==> src/rtl/cbs_pkg.sv <==
`default_nettype none
package cbs_pkg;

  localparam int COORD_BITS_DEF  = 24;
  localparam int T_FRAC_BITS_DEF = 16;
  localparam int CFG_IDX_BITS    = 4;
  localparam int NUM_STAGES      = 6;

  typedef enum logic [CFG_IDX_BITS-1:0] {
    CFG_START_X = 4'd0,
    CFG_START_Y = 4'd1,
    CFG_CTRL1_X = 4'd2,
    CFG_CTRL1_Y = 4'd3,
    CFG_CTRL2_X = 4'd4,
    CFG_CTRL2_Y = 4'd5,
    CFG_END_X   = 4'd6,
    CFG_END_Y   = 4'd7
  } cfg_reg_t;

  // Load enables for the two register stages of one interpolation unit.
  typedef struct packed {
    logic mul;
    logic add;
  } lerp_en_t;

endpackage
`default_nettype wire

==> src/rtl/cbs_lerp.sv <==
`default_nettype none
module cbs_lerp #(
  parameter int COORD_BITS  = cbs_pkg::COORD_BITS_DEF,
  parameter int T_FRAC_BITS = cbs_pkg::T_FRAC_BITS_DEF
) (
  input  wire logic                         clk,
  input  wire cbs_pkg::lerp_en_t            en,
  input  wire logic signed [COORD_BITS-1:0] a,
  input  wire logic signed [COORD_BITS-1:0] b,
  input  wire logic [T_FRAC_BITS:0]         t,
  output logic signed [COORD_BITS-1:0]      q_r
);

  localparam int PW = COORD_BITS + T_FRAC_BITS + 3;

  logic signed [COORD_BITS:0]     diff;
  logic signed [T_FRAC_BITS+1:0]  t_s;
  logic signed [PW-1:0]           prod_nxt;
  logic signed [COORD_BITS-1:0]   sh_r;
  logic signed [COORD_BITS-1:0]   a_r;
  logic signed [COORD_BITS-1:0]   q_nxt;

  assign diff     = (COORD_BITS+1)'(b) - (COORD_BITS+1)'(a);
  assign t_s      = $signed({1'b0, t});
  assign prod_nxt = PW'(diff) * PW'(t_s);

  // Only the bits that survive the wrap to coordinate width are kept after the shift.
  assign q_nxt = a_r + sh_r;

  always_ff @(posedge clk) begin
    if (en.mul) begin
      sh_r <= $signed(prod_nxt[T_FRAC_BITS+COORD_BITS-1:T_FRAC_BITS]);
      a_r  <= a;
    end
    if (en.add) begin
      q_r <= q_nxt;
    end
  end

endmodule
`default_nettype wire

==> config.mk <==
export PLATFORM = sky130hd
export DESIGN_NAME = cbs_lerp
export DESIGN_NICKNAME = d
export VERILOG_FILES = /design/src/rtl/cbs_pkg.sv /design/src/rtl/cbs_lerp.sv
export SDC_FILE = /design/constraint.sdc
export NUM_CORES = 1
export LEC_CHECK = 0
export BUFFER_PORTS_ARGS = -buffer_cell sky130_fd_sc_hd__clkbuf_2
export CORE_MARGIN = 2
export CORE_UTILIZATION = 25
export CTS_BUF_LIST = sky130_fd_sc_hd__clkbuf_4 sky130_fd_sc_hd__clkbuf_8 sky130_fd_sc_hd__clkbuf_16
export DETAILED_ROUTE_END_ITERATION = 16
export PLACE_DENSITY = 0.46
export SLEW_MARGIN = 20
export SYNTH_ARGS = -nofsm -noshare
export SYNTH_HDL_FRONTEND = slang
export SYNTH_SLANG_ARGS = --single-unit
==> constraint.sdc <==
create_clock -name clk -period 9.9 [get_ports clk]
set_input_delay 0.495 -clock clk [delete_from_list [all_inputs] [get_ports clk]]
set_output_delay 0.495 -clock clk [all_outputs]
set_load 0.005 [all_outputs]
=== Word-level counts from Yosys, hierarchy flattened ===
Cells that the tools add are included.

* Bits in registers: 72
* Latch bits: 0
* Memory bits (writable): 0
* Memory bits (read-only): 0
* Input port bits: 68
* Output and inout port bits: 24
* Word-level logic and storage cells: 6
* Memories kept: 0

* $add $sub $neg: 2
* Multiply operators: 1
* Divide/modulo/power cells: 0
* Order comparisons: 0
* Eq/ne operators: 0
* Shifts and indexed selects: 0
* Multiplexer cells: 0
* Bitwise gates (word level): 0
* Reductions and logical operators: 0

{| class="wikitable"
|+ Operators by type and width
! operator !! number
|-
| 25-bit by 18-bit multiplier with 40-bit output || 1
|-
| 24-bit by 24-bit subtractor with 25-bit output || 1
|-
| 24-bit adder || 1
|}

=== Longest topological paths before layout ===
Gate-level depths: netlist of the first run.

* Depth after elaboration: 2
* Mapped depth: 34
* Depth with buffers taken out: 33

=== Least setup slack after synthesis of the first run ===
OpenSTA, ideal clock, no wires.

* Path type: input to register
* Start point: in b[0]
* End point: reg sh_r[21] (data pin)
* Setup time: 0.195 ns
* Data arrival time: 7.759 ns
* Data required time: 9.705 ns
* Slack: 1.946 ns
* Cell stages on the path: 31
* Buffers on the path: 1
* Cell sequence: inv_1 > ha_1 > fa_1 > nand2b_1 > a21oi_1 > nor2_1 > nor2b_1 > o21a_1 > o21ai_0 > a211oi_1 > clkbuf_1 > nand2_1 > fa_1 > inv_1 > fa_1 > fa_1 > fa_1 > fa_1 > inv_1 > fa_1 > inv_1 > ha_1 > or2_2 > a21oi_1 > a21oi_1 > o21a_1 > o21a_1 > nand2_1 > o31ai_1 > or4_1 > o311ai_0

* Word-level cells in the longest chain between the ends: 2

{| class="wikitable"
|+ Ends and longest elaborated chain
! element !! RTL line !! source
|-
| start, declared || cbs_lerp.sv:9 || <nowiki>input wire logic signed [COORD_BITS-1:0] b,</nowiki>
|-
| 24-bit by 24-bit subtractor with 25-bit output || cbs_lerp.sv:23 || <nowiki>assign diff = (COORD_BITS+1)'(b) - (COORD_BITS+1)'(a);</nowiki>
|-
| 25-bit by 18-bit multiplier with 40-bit output || cbs_lerp.sv:25 || <nowiki>assign prod_nxt = PW'(diff) * PW'(t_s);</nowiki>
|-
| net prod_nxt[37] || cbs_lerp.sv:18 || <nowiki>logic signed [PW-1:0] prod_nxt;</nowiki>
|-
| end signal, assigned || cbs_lerp.sv:32 || <nowiki>sh_r <= $signed(prod_nxt[T_FRAC_BITS+COORD_BITS-1:T_FRAC_BITS]);</nowiki>
|-
| end, declared || cbs_lerp.sv:19 || <nowiki>logic signed [COORD_BITS-1:0] sh_r;</nowiki>
|}

The timed path passes the listed nets, and every way through them passes these cells.
A chain may end at the register's enable or synchronous reset.

=== Worst setup path after layout of the first run ===
* Start point: in a[0]
* End point: reg sh_r[21] (data pin)

* Word-level cells in the longest chain between the ends: 2

{| class="wikitable"
|+ Ends and longest elaborated chain
! element !! RTL line !! source
|-
| start, declared || cbs_lerp.sv:8 || <nowiki>input wire logic signed [COORD_BITS-1:0] a,</nowiki>
|-
| 24-bit by 24-bit subtractor with 25-bit output || cbs_lerp.sv:23 ||
|-
| 25-bit by 18-bit multiplier with 40-bit output || cbs_lerp.sv:25 ||
|-
| net prod_nxt[37] || cbs_lerp.sv:18 ||
|}

The timed path passes the listed nets, and every way through them passes these cells.

==> results of run 1 <==
==> registers in the layout, indices dropped and copies added, names as in the netlist <==
register,cells
a_r,24
q_r,24
sh_r,24
==> logic make-up (layout without fill, tap and decap cells) <==
| logic type | after synthesis | after routing |
|---|---|---|
| fa+ha+maj | 537 | 537 |
| mux | 52 | 52 |
| flops | 72 | 72 |
| compound gates | 168 | 168 |
| simple gates | 614 | 614 |
| buf+inv | 606 | 667 |
| xor+xnor | 70 | 70 |
==> through the flow <==
stage	std cells	worst slack, ns	hold WS [ns]	area, µm²	utilization
6_report	3220	0.919	0.318	21600	0.279
5_1_grt	3220	0.468	0.310	21600	0.279
4_1_cts	3220	0.854	0.289	21600	0.279
3_5_place_dp	3204	0.469	0.547	21300	0.275
3_3_place_gp	3204	0.661	0.543	21300	0.275
2_1_floorplan	2119	1.95	0.513	19600	-
==> final cells by class <==
cell class,instances,area [µm²]
timing repair buffer,132,763
fill,8335,55800
sequential,72,2160
inverter,519,1950
clock inverter,7,100
clock buffer,9,225
multi-input combinational,1441,15100
tap,1040,1300
==> placed cells by master (no fill, tap or decap), drive strengths merged, types with 3 or more instances in the layout <==
cell    instances
o21bai         11
nor2b          31
inv           522
clkbuf        100
mux2i          28
nand4           5
o31ai           3
nor2           44
or3             5
or2             4
fa            396
buf            41
and2          155
nand3          11
mux2           24
nand2b         70
a21o           20
nor3           16
nor4            3
nand2         255
a21oi          53
o21ai          27
a21boi          3
o21a           13
a31oi           7
ha            141
xnor2          51
a211oi          4
o211ai          4
edfxtp         72
xor2           18
a311oi          3
and3            5
==> routing by layer <==
| layer | vias up | share of wire |
|---|---|---|
| li1 | 6446 | - |
| met1 | 7123 | 0.44 |
| met2 | 150 | 0.52 |
| met3 | 27 | 0.024 |
| met4 | 0 | 0.011 |
| met5 | - | 0 |
==> worst min path at each step <==
stage / from / endpoint
after floorplan: a_r[0] / q_r[0]
after global placement: sh_r[0] / q_r[0]
after detailed placement: sh_r[0] / q_r[0]
after CTS: a[23] / a_r[23]
after global routing: a[17] / a_r[17]
final: a[23] / a_r[23]
==> results summary, run 1 <==
The run finished with clean final reports. The most repeated library cell on the critical path is fa_1. The worst-skew pair later-pin latency came out at between 0.3 and 0.4 ns. The mux share of post-synthesis cell area came out at 0.0281. After the first detailed-routing iteration, the DRC count stood at 565. For this run, global-route usage on met2 was measured as 0.249.

Buffers placed on the I/O ports in this run total a little over 90. The minimum clock period after layout came out at 8.98 ns. The detail route stage leaves a number of antenna-violating nets equal to 0. The area of the mapped netlist is just under 20000 µm². The required time of the critical path came out at 10.03 ns.

The maximum buffer depth of the clock tree came out at 2. The number of flops mapped to enable cells by yosys came out at 72. The final weighted congestion in routability-driven placement came out at 0.805. In the global route stage, met1 resource usage came out at 0.169.

Counting every net in the synthesized netlist gives between 2k and 3k. Across every metal layer, demand over resource in global routing totals 0.134. The number of cells on the worst reg-to-reg path is 10. Derived from the worst setup path, the maximum achievable clock frequency is 0.111 GHz.

The max-slew violation count was 0. The number of max-cap violations came out at 0. The simple-gate portion of the synthesized area is 0.158.

The number of register bits inferred by synthesis is 72. The total number of cells along the worst setup path is 34. The met3 track utilization from global routing is 0.0100. The maximum level of the CTS H-tree is 3.

The total clock buffers created by CTS came out at 9. The vias after detailed routing came out at roughly 14k. The total length of routed wires is roughly 52 mm. The critical path is of the primary input to flop type. Yosys mapped the design onto 65 distinct sky130hd cell types.

After clock tree synthesis, the clock-pin slew on the worst setup and hold paths is 0.07 ns. The maximum number of pins on one net before global-route repair is between 40 and 50. The floorplan core area is roughly 77000 µm². The max-slew headroom at the worst pin came out at 0.291. The die is 284 µm wide. The number of buffers and inverters on the critical path is 7.

Setup repair after global routing left no endpoint under its margin. The number of remaining DRC errors is 0. The worst setup path is captured at a flop.

The worst reg2reg path endpoint is q_r[21]. The critical path data arrival time came out at 9.11 ns. The critical path starts at a[0]. The post-cts gate resize count is 0.

After floorplanning, the core was divided into around 100 placement rows. The overall die height came out at 284 µm. Summed over all instances, the cell type with the most area after synthesis is fa_1. The starting density of the core is 0.253. The most used flip-flop cell after synthesis is edfxtp_1. The worst hold path belongs to the class primary input to flop. At the pin with the least slew margin, the transition time is 1.06 ns. Buffers inserted to repair hold after CTS numbered 0. Using the TritonRoute via totals, the vias-per-cell ratio works out to 4.27. The critical path ends at sh_r[21]. The worst-case register-to-register setup slack is roughly 6.5 ns. The clock drives 72 sinks.

The number of global-route vias before repair is about 15k. The area growth from synthesis to layout came out at 10.5%. The floorplan step defined a die boundary enclosing 80500 µm². Of the total synthesized cell area, the portion taken by full adders, half adders and majority gates is 0.495. The number of buffers inserted to repair setup after CTS came out at 0. The async set or reset register ratio after synthesis is 0. The busiest layer in global routing is met2. Of the post-synthesis cell area, the dominant cell type holds 0.405.

By area, the combinational part of the netlist is dominated by adder cells. The number of detailed-route iterations in the first pass is 5. The number of failing setup endpoints in the final timing report came out at 0. The number of top-level pins is 92. The number of antenna violations at the first check in global routing is 4. The layout cell share with drive strength beyond 1 came out at 0.0881. Global routing finished with a remaining overflow of 0. Among all cell types in the netlist, the one instantiated most often is inv_1. The cell count of the worst hold path came out at 1.

The share of the clock period used by the worst path is 0.907. The worst setup path is launched from a primary input. By count the netlist is led by inv_1, fa_1, nand2_1. The fraction of the mapped netlist area in compound gates came out at 0.0588. The final worst clock skew came out at 0.0113 ns. The total half-perimeter wirelength after legalization and detailed placement is between 40 and 50 mm. For this run, the register share of the synthesized area comes to 0.110. The aggregate negative setup slack came out at 0 ns. The area share of xor/xnor cells in the synthesized design is 0.0320. The net total in the final layout came out at 2780. The slowest cell on the critical path is xor2_1. The clock tree from TritonCTS is built. The post-synthesis average cell area is 9.23 µm².

The antenna cell count came out at 0. The cell class contributing the biggest share of worst-path delay is adder cells. The startpoint of the most critical register-to-register path is a_r[1]. The number of hold violations in the final report is 0. For this run, the slowest stage of the critical path takes slightly below 0.6 ns.

The mean routed wirelength per cell came out at 16.2 µm. The global-route wire length before repair came out at 85.2 mm. The Yosys step of the flow raised 0 warnings. The root buffer cell chosen for the clock tree is clkbuf_16. The synthesized instance count is 2119. Yosys attributes the largest share of cell area to fa_1, edfxtp_1, inv_1. The maximum fanout along the worst path is 11.
Power of run 1 is not shown: default switching activity piles up to over one toggle a cycle in this logic, so the estimate is an artifact.
==> inputs of run 2 (changes only) <==
ABC_AREA = 1   (was unset)
==> run 2 against run 1 <==
  * Critical path depth decreased by 1
  * Cell area decreased by 1.9%
  * First-iteration DRC count increased by 38%
  * Setup slack improved by 0.47 ns
  * Via count increased by 4.8%
  * Critical path type unchanged
  * Maximum frequency increased by 5.5%
  * Sequential cell count unchanged
  * Critical endpoint is now sh_r[12]
==> results summary, run 2 <==
The average via count per standard cell is 4.23 (-0.87%). The synthesized instance count came out at 2299 (+8.5%). The number of remaining DRC errors is 0 (unchanged). The number of hold violations in the final report was 0 (unchanged).

The placement row count is 101 (-0.98%). The busiest layer in global routing is met2. The cell with the most instances after synthesis is inv_1.

The number of register bits inferred by synthesis came out at 72 (unchanged). The die area came out at 79000 µm² (-1.8%). Counting instances in the post-synthesis netlist gives the leading cell types as inv_1, fa_1, nand2_1. The upper clock frequency limit came out at 0.117 GHz (+5.5%). The met1 routing resource usage after global routing is 0.207 (+0.0380).

The number of design-rule violations left by the first detailed-router iteration is 779 (+38%). The master cell of the clock root buffer is clkbuf_16. The count of antenna-violating nets left after detailed routing came out at 0 (unchanged). The final weighted congestion in routability-driven placement came out at 0.874 (+8.7%). The biggest area contributor in the post-synthesis netlist is fa_1. The maximum fanout along the worst path came to 11 (unchanged). The number of top-level pins came to 92 (unchanged). In this run the worst setup path begins at a[2]. The worst hold slack came to 0.334 ns (+0.0160 ns). The portion of synthesized cell area occupied by the leading cell type is 0.413 (+0.00768). In this run the critical register-to-register path is launched from a_r[0].

The number of failing setup endpoints in the final timing report came to 0 (unchanged). The simple-gate portion of the synthesized area is 0.165 (+0.00735). The die extent in x came out at 281 µm (-0.92%). The critical path data arrival time is 8.61 ns (-0.50 ns). The post-cts gate resize count came to 0 (unchanged). The minimum clock period after layout is 8.51 ns (-0.467 ns). Counting stages on the worst path, the most repeated cell is inv_1. The antenna cell count came out at 0 (unchanged). The number of buffers inserted to repair setup after CTS is 0 (unchanged). The number of flops mapped to enable cells by yosys came to 72 (unchanged). The number of different library cells in the post-synthesis netlist is 49 (-25%). The number of antenna violations at the first check in global routing came out at 1 (-3). The worst-margin pin slew is 0.965 ns (-0.0927 ns). The classification of the worst-slack hold path is primary input to flop. The global-route congestion overflow total came out at 0 (unchanged). The worst-skew pair later-pin latency is 0.35 ns (about the same). The clock-pin slew on the worst setup and hold paths was 0.06 ns (about the same). The synthesis warning total is 0 (unchanged). The maximum cell stage delay along the critical path is 0.58 ns (about the same). The number of sinks on the clock net is 72 (unchanged). The mean routed wirelength per cell was 17.4 µm (+7.4%). The area share of xor/xnor cells in the synthesized design came out at 0.0326 (+0.000607). The number of global-route vias before repair came out at 15.6k (+2.3%).

The total length of routed wires was 59.1 mm (+14%). The overall fraction of global-route tracks in use came out at 0.154 (+0.0202). The summed area of non-filler cells in the final layout is 21200 µm² (-1.9%). The overall die height is 281 µm (-0.92%). TritonCTS built the clock tree. The post-synthesis average cell area is 8.35 µm² (-9.5%). The floorplan core area was 75900 µm² (-2.0%). The top cell types in the final layout, fill and taps aside, are inv_1, fa_1, nand2_1. The adder-cell share of the synthesized area came out at 0.505 (+0.00939). The share of the clock period used by the worst path came out at 0.860 (-0.0472).

The worst-case register-to-register setup slack was 7.18 ns (+0.73 ns). The maximum buffer depth of the clock tree is 2 (unchanged). The total clock buffers created by CTS is 9 (unchanged). The number of cells on the worst reg-to-reg path is 11 (+1). The sequential cell area fraction in the yosys report came out at 0.113 (+0.00209). The required time of the critical path is 9.99 ns (-0.04 ns). By area, the combinational part of the netlist is dominated by adder cells. The mux share of post-synthesis cell area came to 0 (-0.0281). The max-slew violation count is 0 (unchanged). The net total in the final layout came to 2975 (+7.0%). The layout cell share with drive strength beyond 1 is 0.0834 (-0.00470). In this run the worst setup path terminates at sh_r[12]. The starting density of the core is 0.253 (+0.000254). The number of detailed-route iterations in the first pass was 5 (unchanged). The aggregate negative setup slack came out at 0 ns (unchanged). The total half-perimeter wirelength after legalization and detailed placement came out at 51.2 mm (+18%). The met3 track utilization from global routing is 0.00831 (-0.00173). The area growth from synthesis to layout is 10.4% (about the same). The largest registers in the layout are a_r (24), q_r (24), sh_r (24). The fraction of the mapped netlist area in compound gates was 0.0495 (-0.00931). Setup repair after global routing left no endpoint under its margin. Leaving out fill and tap cells, the most frequent cell in the layout is inv_1. Ranked by total cell area, the synthesized netlist is headed by fa_1, inv_1, edfxtp_1.

The met2 usage in global routing is 0.270 (+0.0212). The quantity of I/O buffers inserted on ports is 91 (unchanged). The async set or reset register ratio after synthesis is 0 (unchanged). The post-synth net total is 2904 (+6.6%). In this run the critical register-to-register path is captured at q_r[18]. The slowest cell on the critical path is fa_1. The vias after detailed routing is 14.4k (+4.8%). The startpoint type of the worst setup path is a primary input.

The startpoint-to-endpoint class of the critical path is primary input to flop. The area of the mapped netlist is 19200 µm² (-1.9%). The global-route wire length before repair is 92.3 mm (+8.4%). The final worst clock skew is 0.00832 ns (-0.00294 ns). The maximum level of the CTS H-tree came out at 3 (unchanged).

The total cell area at the placement stage is 20900 µm² (-1.9%). The maximum number of pins on one net before global-route repair is 49 (unchanged). The max-slew headroom at the worst pin is 0.353 (+0.0621). The number of max-cap violations came out at 0 (unchanged). For this run, the leading register cell type out of synthesis is edfxtp_1. The run finished with clean final reports. The number of buffers inserted for hold repair after clock tree synthesis came to 0 (unchanged). STA classifies the critical path endpoint as a flop.
## run 2: changes by cell type after synthesis, sizes merged, moves of 28 or more
cell	delta
a21oi	+30
and2	-154
clkbuf	-38
inv	+102
mux2i	-28
nand2	+144
nand2b	-70
nand3	+31
nor2	+231
nor2b	-31
or2	+29
## run 2: worst max-delay path: cells and delay by family
kind,cells,cell delay [ns]
adder cells (fa/ha/maj),8,3.71
AND/OR/NAND/NOR,7,1.08
XOR/XNOR,1,0.17
buffers and inverters,9,0.84
AO/OA/AOI/OAI,8,2.30
## run 2: area by class of cell
cell class / count / area (µm²)
clock inverter: 7 / 83.8
sequential: 72 / 2160
timing repair buffer: 115 / 636
inverter: 631 / 2370
tap: 1030 / 1290
multi-input combinational: 1541 / 14400
clock buffer: 9 / 225
fill: 8300 / 54700
## run 2: how the worst min path moves through the flow
stage,start,end,cells past startpoint
finish,a[12],a_r[12],1
global route,a[12],a_r[12],1
CTS,a[12],a_r[12],1
detailed placement,sh_r[0],q_r[0],1
global placement,sh_r[0],q_r[0],1
floorplan,a_r[0],q_r[0],1
## run 2: layer usage
metal  share of wire  wire, µm  vias to the layer above
met4           0.021      1270                        2
met3           0.027      1610                       53
met5         0.00017        10                        -
li1                -         -                     6872
met2            0.49     28700                      252
met1            0.47     27500                     7231
## run 2: stage by stage
stage                util  setup WS, ns  instances
floorplan               -          2.69       2299
global placement    0.275         0.990       3389
detailed placement  0.275          1.05       3389
CTS                 0.279          1.44       3405
global route        0.279         0.877       3405
finish              0.279          1.39       3405
## run 2: kinds of logic after synthesis
group,Yosys count
and+or+nand+nor,772
buffers and inverters,686
adders and majority gates,537
AOI/OAI and AO/OA,163
DFF,72
xor gates and xnor gates,69
Power of run 2 is left out for the same reason.
==> inputs of run 3 (changes only) <==
PLACE_DENSITY = 0.36   (was 0.46)
==> run 3 against run 2 <==
  * Sequential cell count unchanged
  * Non-clock buffer count increased by 1
  * Routed wire length increased by 12%
  * Cell area about the same
  * Via count increased by 1.6%
  * Setup slack got worse by 0.39 ns
  * Final cell count about the same
  * Register-to-register slack improved by 0.02 ns
==> results summary, run 3 (synthesis results as in run 2) <==
The floorplan core area came out at 75900 µm² (unchanged). The upper clock frequency limit came out at 0.112 GHz (-4.3%). The starting density of the core came out at 0.253 (unchanged). The layout cell share with drive strength beyond 1 came to 0.0838 (+0.000386). The master cell of the clock root buffer is clkbuf_16.

The final weighted congestion in routability-driven placement came out at 0.947 (+8.3%). The maximum cell stage delay along the critical path is 0.85 ns (+0.27 ns). The total length of routed wires came to 66.0 mm (+12%). The aggregate negative setup slack was 0 ns (unchanged). The number of design-rule violations left by the first detailed-router iteration was 841 (+8.0%). The maximum fanout along the worst path is 9 (-2). The number of top-level pins came out at 92 (unchanged). The mean routed wirelength per cell came out at 19.4 µm (+12%).

The number of buffers inserted for hold repair after clock tree synthesis came to 0 (unchanged). The startpoint identified for the worst register-to-register timing path is a_r[0]. The largest registers in the layout are a_r (24), q_r (24), sh_r (24). The instance count after placement with tap cells included came out at 3390 (+0.030%).

The worst-case register-to-register setup slack is 7.20 ns (+0.02 ns). The total half-perimeter wirelength after legalization and detailed placement came out at 56.4 mm (+10%). The clock-pin slew on the worst setup and hold paths came to 0.06 ns (about the same). The number of hold violations in the final report was 0 (unchanged). The final standard cell utilization of the core came to 0.280 (about the same). The total clock buffers created by CTS was 9 (unchanged).

The overall fraction of global-route tracks in use came out at 0.172 (+0.0186). The number of failing setup endpoints in the final timing report is 0 (unchanged). The startpoint type of the worst setup path is a primary input. Leaving out fill and tap cells, the most frequent cell in the layout is inv_1. Setup repair after global routing left no endpoint under its margin.

The number of buffers inserted to repair setup after CTS came to 0 (unchanged). The library cells used most frequently in the layout, excluding fill and tap cells, are inv_1, fa_1, nand2_1. The max-slew violation count came out at 0 (unchanged).

The maximum level of the CTS H-tree is 3 (unchanged). The count of antenna-violating nets left after detailed routing is 0 (unchanged). The maximum number of pins on one net before global-route repair is 49 (unchanged). The vias after detailed routing came out at 14.6k (+1.6%). The worst hold path begins at a[20]. The required time of the critical path came out at 10.00 ns (about the same). The minimum clock period after layout is 8.90 ns (+0.386 ns).

The kind of end point of the critical path is a flop. The path class of the tightest hold or removal check is primary input to flop. The max-slew headroom at the worst pin is 0.228 (-0.125). The slowest cell on the critical path is nor4_1. The flow ran to the end, and the final reports show no timing, DRC or antenna violations. The die area was 79000 µm² (unchanged). The number of detailed-route iterations in the first pass came to 5 (unchanged). The critical path data arrival time is 9.00 ns (+0.39 ns). The area growth from synthesis to layout came to 10.5% (about the same).

The startpoint-to-endpoint class of the critical path is primary input to flop. The share of the clock period used by the worst path is 0.899 (+0.0390). The count of placed standard cells in the final layout, fillers left out is 3407 (+0.059%). The placement row count came to 101 (unchanged).

The worst-skew pair later-pin latency is 0.35 ns (about the same). The average via count per standard cell came to 4.30 (+1.6%). The worst-margin pin slew is 1.15 ns (+0.184 ns). The number of remaining DRC errors is 0 (unchanged). The global-route congestion overflow total came out at 0 (unchanged). The most critical setup path has its startpoint at a[0]. The number of max-cap violations came to 0 (unchanged). The die extent in x is 281 µm (unchanged). The post-cts gate resize count is 0 (unchanged). The maximum buffer depth of the clock tree is 2 (unchanged).

The global-route wire length before repair came out at 101 mm (+9.8%). The final worst clock skew came to 0.00550 ns (-0.00282 ns). The overall die height was 281 µm (unchanged).

The number of global-route vias before repair came to 16.4k (+5.0%). The quantity of I/O buffers inserted on ports is 91 (unchanged). The net total in the final layout came out at 2976 (+0.034%). The number of antenna violations at the first check in global routing came to 0 (-1).

The clock tree from TritonCTS is built. The number of sinks on the clock net is 72 (unchanged).
## run 3: cell count changes in the layout (fill, tap and decap cells not counted), sizes merged
cell,previous run,this run
buf,24,25
diode,0,1
clkinv,11,14
bufinv,1,2
inv,625,621
## run 3: area by class of cell
class	count	area, µm²
antenna	1	2.50
clock buffer	9	225
clock inverter	7	86.3
fill	8251	54700
inverter	631	2370
multi-input combinational	1541	14500
sequential	72	2160
tap	1030	1290
timing repair buffer	116	643
## run 3: worst paths after layout
path,endpoint,cells after the start
min reg2reg,q_r[0],1
max reg2reg,q_r[18],11
max,sh_r[23],32
min,a_r[20],1
## run 3: metal layers
layer  part of all wire  track usage  vias up
li1                   -            -     6859
met1               0.47        0.237     7430
met2               0.48        0.297      310
met3              0.036       0.0119       46
met4              0.018       0.0350        0
met5                  0            0        -
## run 3: worst max-delay path: cells and delay by family
family	cells	cell delay, ns
and+or+nand+nor	14	2.68
buffers and inverters	8	1.09
AOI/OAI and AO/OA	1	0.47
adders and majority gates	9	4.24
## run 3: stage by stage
step	instance area, µm²	hold WS (ns)	setup WS, ns
after floorplan	19200	0.513	2.69
after global placement	20900	0.572	0.478
after detailed placement	20900	0.564	0.479
after CTS	21200	0.327	0.856
after global routing	21200	0.336	0.360
final	21200	0.348	1.00
Power of run 3 is left out for the same reason.
